==> config.mk <==
export PLATFORM = sky130hd
export DESIGN_NAME = hcb_ctrl
export DESIGN_NICKNAME = d
export VERILOG_FILES = /design/src/hcb_pkg.sv /design/src/hcb_ctrl.sv
export SDC_FILE = /design/constraint.sdc
export NUM_CORES = 1
export LEC_CHECK = 0
export ABC_AREA = 1
export BUFFER_PORTS_ARGS = -buffer_cell sky130_fd_sc_hd__buf_2
export CORE_MARGIN = 3
export CORE_UTILIZATION = 51
export DETAILED_ROUTE_END_ITERATION = 12
export PLACE_DENSITY = 0.77
export SYNTH_ARGS = -nofsm -noshare
export SYNTH_HDL_FRONTEND = slang
export SYNTH_SLANG_ARGS = --single-unit
export TNS_END_PERCENT = 30
==> constraint.sdc <==
create_clock -name i_clk -period 1.61 [get_ports i_clk]
set_clock_uncertainty 0.2 [all_clocks]
set_input_delay 0.4025 -clock i_clk [delete_from_list [all_inputs] [get_ports i_clk]]
set_output_delay 0.4025 -clock i_clk [all_outputs]
set_load 0.1 [all_outputs]
==> src/hcb_pkg.sv <==
package hcb_pkg;

    localparam int MAX_SYMBOLS_DEF   = 1024;
    localparam int MAX_CODE_BITS_DEF = 16;
    localparam int WEIGHT_W          = 40;
    localparam int NODE_WEIGHT_W     = 50;
    localparam int CODE_W            = 16;
    localparam int DEPTH_W           = 5;
    localparam int RANK_W            = 10;

    localparam logic CMD_LOAD = 1'b0;
    localparam logic CMD_READ = 1'b1;

    typedef enum logic [11:0] {
        ST_IDLE  = 12'b0000_0000_0001,
        ST_INIT  = 12'b0000_0000_0010,
        ST_CHECK = 12'b0000_0000_0100,
        ST_RD1   = 12'b0000_0000_1000,
        ST_DEC1  = 12'b0000_0001_0000,
        ST_RD2   = 12'b0000_0010_0000,
        ST_DEC2  = 12'b0000_0100_0000,
        ST_WRN   = 12'b0000_1000_0000,
        ST_CINIT = 12'b0001_0000_0000,
        ST_CRD   = 12'b0010_0000_0000,
        ST_CW0   = 12'b0100_0000_0000,
        ST_CW1   = 12'b1000_0000_0000
    } t_state;

    // controller -> datapath
    typedef struct packed {
        logic load;
        logic read;
        logic init;
        logic take_rd;
        logic take_dec;
        logic take_second;
        logic node_wr;
        logic cinit;
        logic crd;
        logic cw0;
        logic cw1;
    } t_cmd;

    // datapath -> controller
    typedef struct packed {
        logic rd_free;
        logic loop;
        logic have_root;
        logic p_zero;
    } t_stat;

endpackage

==> src/hcb_ctrl.sv <==
module hcb_ctrl (
    input  logic           i_clk,
    input  logic           i_rst_n,
    input  logic           i_in_valid,
    input  logic           i_in_cmd,
    input  logic           i_in_last,
    output logic           o_in_ready,
    input  hcb_pkg::t_stat i_stat,
    output hcb_pkg::t_cmd  o_cmd
);

    hcb_pkg::t_state r_state, n_state;
    logic accept;

    assign o_in_ready = (r_state == hcb_pkg::ST_IDLE) && i_stat.rd_free;
    assign accept     = i_in_valid && o_in_ready;

    always_comb begin
        o_cmd             = '0;
        o_cmd.load        = accept && (i_in_cmd == hcb_pkg::CMD_LOAD);
        o_cmd.read        = accept && (i_in_cmd == hcb_pkg::CMD_READ);
        o_cmd.init        = (r_state == hcb_pkg::ST_INIT);
        o_cmd.take_rd     = (r_state == hcb_pkg::ST_RD1) || (r_state == hcb_pkg::ST_RD2);
        o_cmd.take_dec    = (r_state == hcb_pkg::ST_DEC1) || (r_state == hcb_pkg::ST_DEC2);
        o_cmd.take_second = (r_state == hcb_pkg::ST_DEC2);
        o_cmd.node_wr     = (r_state == hcb_pkg::ST_WRN);
        o_cmd.cinit       = (r_state == hcb_pkg::ST_CINIT);
        o_cmd.crd         = (r_state == hcb_pkg::ST_CRD);
        o_cmd.cw0         = (r_state == hcb_pkg::ST_CW0);
        o_cmd.cw1         = (r_state == hcb_pkg::ST_CW1);
    end

    always_comb begin
        n_state = r_state;
        unique case (r_state)
            hcb_pkg::ST_IDLE: begin
                if (o_cmd.load && i_in_last) n_state = hcb_pkg::ST_INIT;
            end
            hcb_pkg::ST_INIT:  n_state = hcb_pkg::ST_CHECK;
            hcb_pkg::ST_CHECK: begin
                if (i_stat.loop)           n_state = hcb_pkg::ST_RD1;
                else if (i_stat.have_root) n_state = hcb_pkg::ST_CINIT;
                else                       n_state = hcb_pkg::ST_IDLE;
            end
            hcb_pkg::ST_RD1:   n_state = hcb_pkg::ST_DEC1;
            hcb_pkg::ST_DEC1:  n_state = hcb_pkg::ST_RD2;
            hcb_pkg::ST_RD2:   n_state = hcb_pkg::ST_DEC2;
            hcb_pkg::ST_DEC2:  n_state = hcb_pkg::ST_WRN;
            hcb_pkg::ST_WRN:   n_state = hcb_pkg::ST_CHECK;
            hcb_pkg::ST_CINIT: n_state = hcb_pkg::ST_CRD;
            hcb_pkg::ST_CRD:   n_state = hcb_pkg::ST_CW0;
            hcb_pkg::ST_CW0:   n_state = hcb_pkg::ST_CW1;
            hcb_pkg::ST_CW1: begin
                n_state = i_stat.p_zero ? hcb_pkg::ST_IDLE : hcb_pkg::ST_CRD;
            end
            default:           n_state = hcb_pkg::ST_IDLE;
        endcase
    end

    always_ff @(posedge i_clk) begin
        if (!i_rst_n) begin
            r_state <= hcb_pkg::ST_IDLE;
        end else begin
            r_state <= n_state;
        end
    end

endmodule

==> run_summary.xml, run 1 <==
<?xml version="1.0" encoding="UTF-8"?>
<metrics>
  <group name="status">
    <metric name="run_status" unit="">aborted with a tool error</metric>
    <metric name="flow.stopped_at" unit="">detailed placement (3_5_place_dp)</metric>
    <metric name="toolErrorMsg" unit="">[ERROR DPL-0033] detailed placement checks failed during check placement.</metric>
  </group>
  <group name="synthesis">
    <metric name="synthesized_flop_and_latch_total" unit="">12</metric>
    <metric name="number_of_synthesized_flops_with_an_enable_pin" unit="">0</metric>
    <metric name="proportion_of_synthesized_flip_flops_having_asynchronous_set_or_reset" unit="%">0</metric>
    <metric name="synth_top_area_share" unit="%">28.8</metric>
    <metric name="ys_top_cells_by_count" unit="">sky130_fd_sc_hd__inv_1 (37), sky130_fd_sc_hd__nand2_1 (31), sky130_fd_sc_hd__nor2_1 (19)</metric>
    <metric name="netlist_instances" unit="">137</metric>
    <metric name="dominantRegCellSynth" unit="">sky130_fd_sc_hd__dfxtp_1</metric>
    <metric name="synth.yosys.seq_area_share" unit="%">28.8</metric>
    <metric name="syn-num-nets" unit="">146</metric>
    <metric name="synth.most_common_cell" unit="">sky130_fd_sc_hd__inv_1</metric>
    <metric name="avgSynthCellArea" unit="µm²">6.09</metric>
    <metric name="yosys.cell_types.count" unit="">18</metric>
    <metric name="yosysWarningCount" unit="">0</metric>
    <metric name="synth_area_leaders" unit="">sky130_fd_sc_hd__dfxtp_1 (29%), sky130_fd_sc_hd__inv_1 (17%), sky130_fd_sc_hd__nand2_1 (14%)</metric>
    <metric name="netlist_area" unit="µm²">835</metric>
    <metric name="synth.largest_area_cell" unit="">sky130_fd_sc_hd__dfxtp_1</metric>
  </group>
  <group name="floorplan">
    <metric name="die_h" unit="µm">46.5</metric>
    <metric name="num_rows" unit="">13</metric>
    <metric name="io_pins" unit="">21</metric>
    <metric name="die_w" unit="µm">46.5</metric>
    <metric name="floorplan.initialDensity" unit="%">59.0</metric>
  </group>
  <group name="place">
    <metric name="io_buffer_count" unit="">20</metric>
    <metric name="detailedPlacementHpwl" unit="µm">2610</metric>
    <metric name="gp_congestion" unit="">0.838</metric>
  </group>
</metrics>
-- cells by family after synthesis --
group | after synthesis | synth area share [%]
flops | 12 | 28.8
buf+inv | 41 | 18.9
compound gates | 5 | 6.00
simple gates | 79 | 46.3
-- per-stage QoR --
step / worst slack, ns / cells / area, µm² / TNS, ns / hold WS [ns]
floorplan: -0.391 / 137 / 892 / -3.65 / 0.284
global placement: -0.206 / 198 / 1390 / -1.46 / 0.439
==> run 2, diff against run 1 <==
--- a/config.mk
+++ b/config.mk
@@ -7,10 +7,10 @@
 export LEC_CHECK = 0
 export ABC_AREA = 1
 export BUFFER_PORTS_ARGS = -buffer_cell sky130_fd_sc_hd__buf_2
-export CORE_MARGIN = 3
-export CORE_UTILIZATION = 51
+export CORE_AREA = 3 3 64 66
 export DETAILED_ROUTE_END_ITERATION = 12
-export PLACE_DENSITY = 0.77
+export DIE_AREA = 0 0 67 69
+export PLACE_DENSITY_LB_ADDON = 0.15
 export SYNTH_ARGS = -nofsm -noshare
 export SYNTH_HDL_FRONTEND = slang
 export SYNTH_SLANG_ARGS = --single-unit
==> run_summary.xml, run 2 <==
<?xml version="1.0" encoding="UTF-8"?>
<metrics>
  <group name="synthesis">
    <metric name="combinational_family_with_the_most_area_after_synthesis" unit="">simple AND/OR/NAND/NOR gates</metric>
    <metric name="netlist_area" unit="µm²">835</metric>
    <metric name="ys_top_cells_by_count" unit="">sky130_fd_sc_hd__inv_1 (37), sky130_fd_sc_hd__nand2_1 (31), sky130_fd_sc_hd__nor2_1 (19)</metric>
    <metric name="number_of_synthesized_flops_with_an_enable_pin" unit="">0</metric>
    <metric name="proportion_of_synthesized_flip_flops_having_asynchronous_set_or_reset" unit="%">0</metric>
    <metric name="synth_area_leaders" unit="">sky130_fd_sc_hd__dfxtp_1 (29%), sky130_fd_sc_hd__inv_1 (17%), sky130_fd_sc_hd__nand2_1 (14%)</metric>
    <metric name="synth.yosys.seq_area_share" unit="%">28.8</metric>
    <metric name="yosys.cell_types.count" unit="">18</metric>
    <metric name="synth_compound_area_share" unit="%">6.00</metric>
    <metric name="yosysWarningCount" unit="">0</metric>
    <metric name="avgSynthCellArea" unit="µm²">6.09</metric>
    <metric name="netlist_instances" unit="">137</metric>
    <metric name="synthesized_flop_and_latch_total" unit="">12</metric>
    <metric name="synth.largest_area_cell" unit="">sky130_fd_sc_hd__dfxtp_1</metric>
    <metric name="synth_top_area_share" unit="%">28.8</metric>
    <metric name="syn-num-nets" unit="">146</metric>
    <metric name="post_synth_mux_area_share" unit="%">0</metric>
    <metric name="fraction_of_the_mapped_netlist_area_in_simple_logic_gates" unit="%">46.3</metric>
    <metric name="synth.most_common_cell" unit="">sky130_fd_sc_hd__inv_1</metric>
    <metric name="dominantRegCellSynth" unit="">sky130_fd_sc_hd__dfxtp_1</metric>
    <metric name="synth_xor_area_share" unit="%">0</metric>
    <metric name="synth_adder_area_share" unit="%">0</metric>
  </group>
  <group name="clock_network">
    <metric name="cts_hold_buf" unit="">0</metric>
    <metric name="clkSinkCount" unit="">12</metric>
    <metric name="clock_transition_at_path_regs" unit="ns">0.05</metric>
    <metric name="h-tree-depth" unit="">1</metric>
    <metric name="cts_tree" unit="">done</metric>
    <metric name="cts_inserted_buffers" unit="">3</metric>
    <metric name="clock_path_buffers" unit="">2</metric>
    <metric name="clk_latency" unit="ns">0.23</metric>
    <metric name="ctsRootBufferMaster" unit="">sky130_fd_sc_hd__clkbuf_8</metric>
  </group>
  <group name="place">
    <metric name="placed_cell_area" unit="mm²">0.00140</metric>
    <metric name="gp_congestion" unit="">0.789</metric>
    <metric name="place.detailed.instances" unit="">227</metric>
    <metric name="io_buffer_count" unit="">20</metric>
    <metric name="detailedPlacementHpwl" unit="µm">1730</metric>
  </group>
  <group name="power_and_ir_drop">
    <metric name="worst_ir_drop_vdd" unit="mV">0.301</metric>
    <metric name="static_leakage_power" unit="µW">0.000862</metric>
    <metric name="cellPowerDensity" unit="mW/mm²">479</metric>
  </group>
  <group name="detailed_routing">
    <metric name="detailroute.via_count" unit="">939</metric>
    <metric name="detail_route.drc_violations" unit="">0</metric>
    <metric name="route.final.wire_length" unit="µm">2240</metric>
    <metric name="routed_wire_length_per_instance" unit="µm">9.48</metric>
    <metric name="detail-route-antenna-nets" unit="">0</metric>
    <metric name="drt_iter0_markers" unit="">8</metric>
    <metric name="firstDrtPassIters" unit="">4</metric>
    <metric name="via_per_inst" unit="">3.98</metric>
  </group>
  <group name="floorplan">
    <metric name="fp.dieArea" unit="mm²">0.00462</metric>
    <metric name="placeableCoreArea" unit="mm²">0.00363</metric>
    <metric name="floorplan.initialDensity" unit="%">23.0</metric>
    <metric name="num_rows" unit="">22</metric>
    <metric name="die_h" unit="µm">69</metric>
    <metric name="io_pins" unit="">21</metric>
    <metric name="die_w" unit="µm">67</metric>
  </group>
  <group name="global_route">
    <metric name="globalRoute.totalOverflow" unit="">0</metric>
    <metric name="grt_first_pass_wirelength" unit="µm">3840</metric>
    <metric name="grt_max_degree" unit="">13</metric>
    <metric name="grt.total_usage" unit="%">10.5</metric>
    <metric name="grt_antenna_before_repair" unit="">0</metric>
    <metric name="first_global_vias" unit="">985</metric>
  </group>
  <group name="cells_and_area">
    <metric name="layout_common_cells" unit="">sky130_fd_sc_hd__inv_1 (29), sky130_fd_sc_hd__buf_4 (25), sky130_fd_sc_hd__nand2_1 (22), sky130_fd_sc_hd__nor2_1 (15), sky130_fd_sc_hd__buf_12 (12)</metric>
    <metric name="finish.net_count" unit="">199</metric>
    <metric name="diodes" unit="">0</metric>
    <metric name="register_bank_with_the_most_flops" unit="">r_state</metric>
    <metric name="layoutNonFillerInstCount" unit="">236</metric>
    <metric name="signed_area_change_from_the_synthesized_netlist_to_the_final_layout" unit="%">87.4</metric>
    <metric name="largest_registers" unit="">r_state (12)</metric>
    <metric name="layout.cell_area.non_filler" unit="mm²">0.00156</metric>
    <metric name="mostFrequentLayoutCell" unit="">sky130_fd_sc_hd__inv_1</metric>
    <metric name="finalCoreUtilization" unit="%">43.0</metric>
    <metric name="layout-drive-gt1-share" unit="%">52.7</metric>
    <metric name="largest_reg_flops" unit="">12</metric>
  </group>
  <group name="sta">
    <metric name="hold_viol" unit="">0</metric>
    <metric name="worst_hold_slack" unit="ns">0.242</metric>
    <metric name="setup_viol" unit="">21</metric>
    <metric name="measured_slew_at_the_worst_slew_check_pin" unit="ns">0.255</metric>
    <metric name="max_clock_freq" unit="MHz">491</metric>
    <metric name="rsz_0062_raised_after_global_routing" unit="">true</metric>
    <metric name="worst_slew_margin_rel" unit="%">83.0</metric>
    <metric name="report.final.slew_viol_count" unit="">0</metric>
    <metric name="timing.final.crit_share" unit="%">127</metric>
    <metric name="fin_crit" unit="ns">2.04</metric>
    <metric name="setup_total_negative_slack" unit="ns">-4.96</metric>
    <metric name="timing.final.ws_setup" unit="ns">-0.428</metric>
  </group>
  <group name="worst_setup_path">
    <metric name="crit_path_end_kind" unit="">output pin</metric>
    <metric name="critPathRequiredTime" unit="ns">1.01</metric>
    <metric name="worstPathMaxFanout" unit="">2</metric>
    <metric name="critPathKind" unit="">flop to output pin</metric>
    <metric name="worst_setup_path_start_kind" unit="">flop</metric>
    <metric name="critPathArrivalTime" unit="ns">1.44</metric>
  </group>
  <group name="min_path">
    <metric name="hold_path.class" unit="">primary input to flop</metric>
  </group>
  <group name="status">
    <metric name="failing_checks" unit="">setup timing</metric>
    <metric name="run_status" unit="">complete, but fails checks</metric>
  </group>
  <group name="flow_run">
    <metric name="maxCapViolCount" unit="">0</metric>
  </group>
</metrics>
-- run 2: cell counts after synthesis --
No cell type changed its count.
-- run 2: report_power, final --
group | internal (µW) | switching [µW] | total, µW | leakage (µW)
clock | 164 | 99.8 | 264 | 0.0000216
combinational | 76.5 | 106 | 183 | 0.000739
sequential | 301 | 2.74 | 303 | 0.000101
total | 541 | 209 | 750 | 0.000862
-- run 2: worst paths after layout --
kind | startpoint | endpoint | slack, ns | cells after the start
max | r_state[4]$_SDFFE_PN0P_ | o_cmd[10] | -0.43 | 8
min | i_in_last | r_state[1]$_SDFFE_PN0P_ | 0.24 | 3
min reg2reg | r_state[1]$_SDFFE_PN0P_ | r_state[1]$_SDFFE_PN0P_ | 0.38 | 3
max reg2reg | r_state[4]$_SDFFE_PN0P_ | r_state[8]$_SDFFE_PN0P_ | -0.06 | 10
-- run 2: routing by layer --
metal | part of all wire [%] | track usage [%]
met5 | 0 | 0
met4 | 0.67 | 3.15
met3 | 4.2 | 3.42
met2 | 52 | 18.3
met1 | 43 | 11.8
-- run 2: cells by family (layout without fill, tap and decap cells) --
group,after synthesis,count (layout)
AO/OA/AOI/OAI,5,5
buffers and inverters,41,92
flip-flops,12,12
AND/OR/NAND/NOR,79,79
-- run 2: critical path: stages (launching register included) --
cell and delay [ns]:
sky130_fd_sc_hd__dfxtp_2 0.33, sky130_fd_sc_hd__nor2_4 0.12, sky130_fd_sc_hd__nand2_4 0.08, sky130_fd_sc_hd__nor2_8 0.12, sky130_fd_sc_hd__nand3_4 0.08, sky130_fd_sc_hd__nor2_4 0.11
sky130_fd_sc_hd__inv_2 0.07, sky130_fd_sc_hd__nor2_4 0.10, sky130_fd_sc_hd__buf_12 0.18
-- run 2: through the flow --
step	worst slack (ns)	total power, µW
finish	-0.428	750
global placement	-0.225	463
floorplan	-0.391	403
global route	-0.517	786
CTS	-0.457	760
detailed placement	-0.217	464
-- run 2: layout make-up --
type,instances,area (µm²)
Clock buffer,3,41.3
Fill cell,399,2070
Inverter,40,153
Multi-Input combinational cell,84,546
Sequential cell,12,251
Tap cell,48,60.1
Timing Repair Buffer,49,513
-- run 2: what timing repair did --
item / CTS / global route
buffers inserted: 11 / 2
gates resized for setup: 16 / 15
setup endpoints to repair: 13 / 22
pin swaps: 9 / 5
hold endpoints to repair: 0 / 0
No activity file was read; power rests on OpenSTA's default activity.
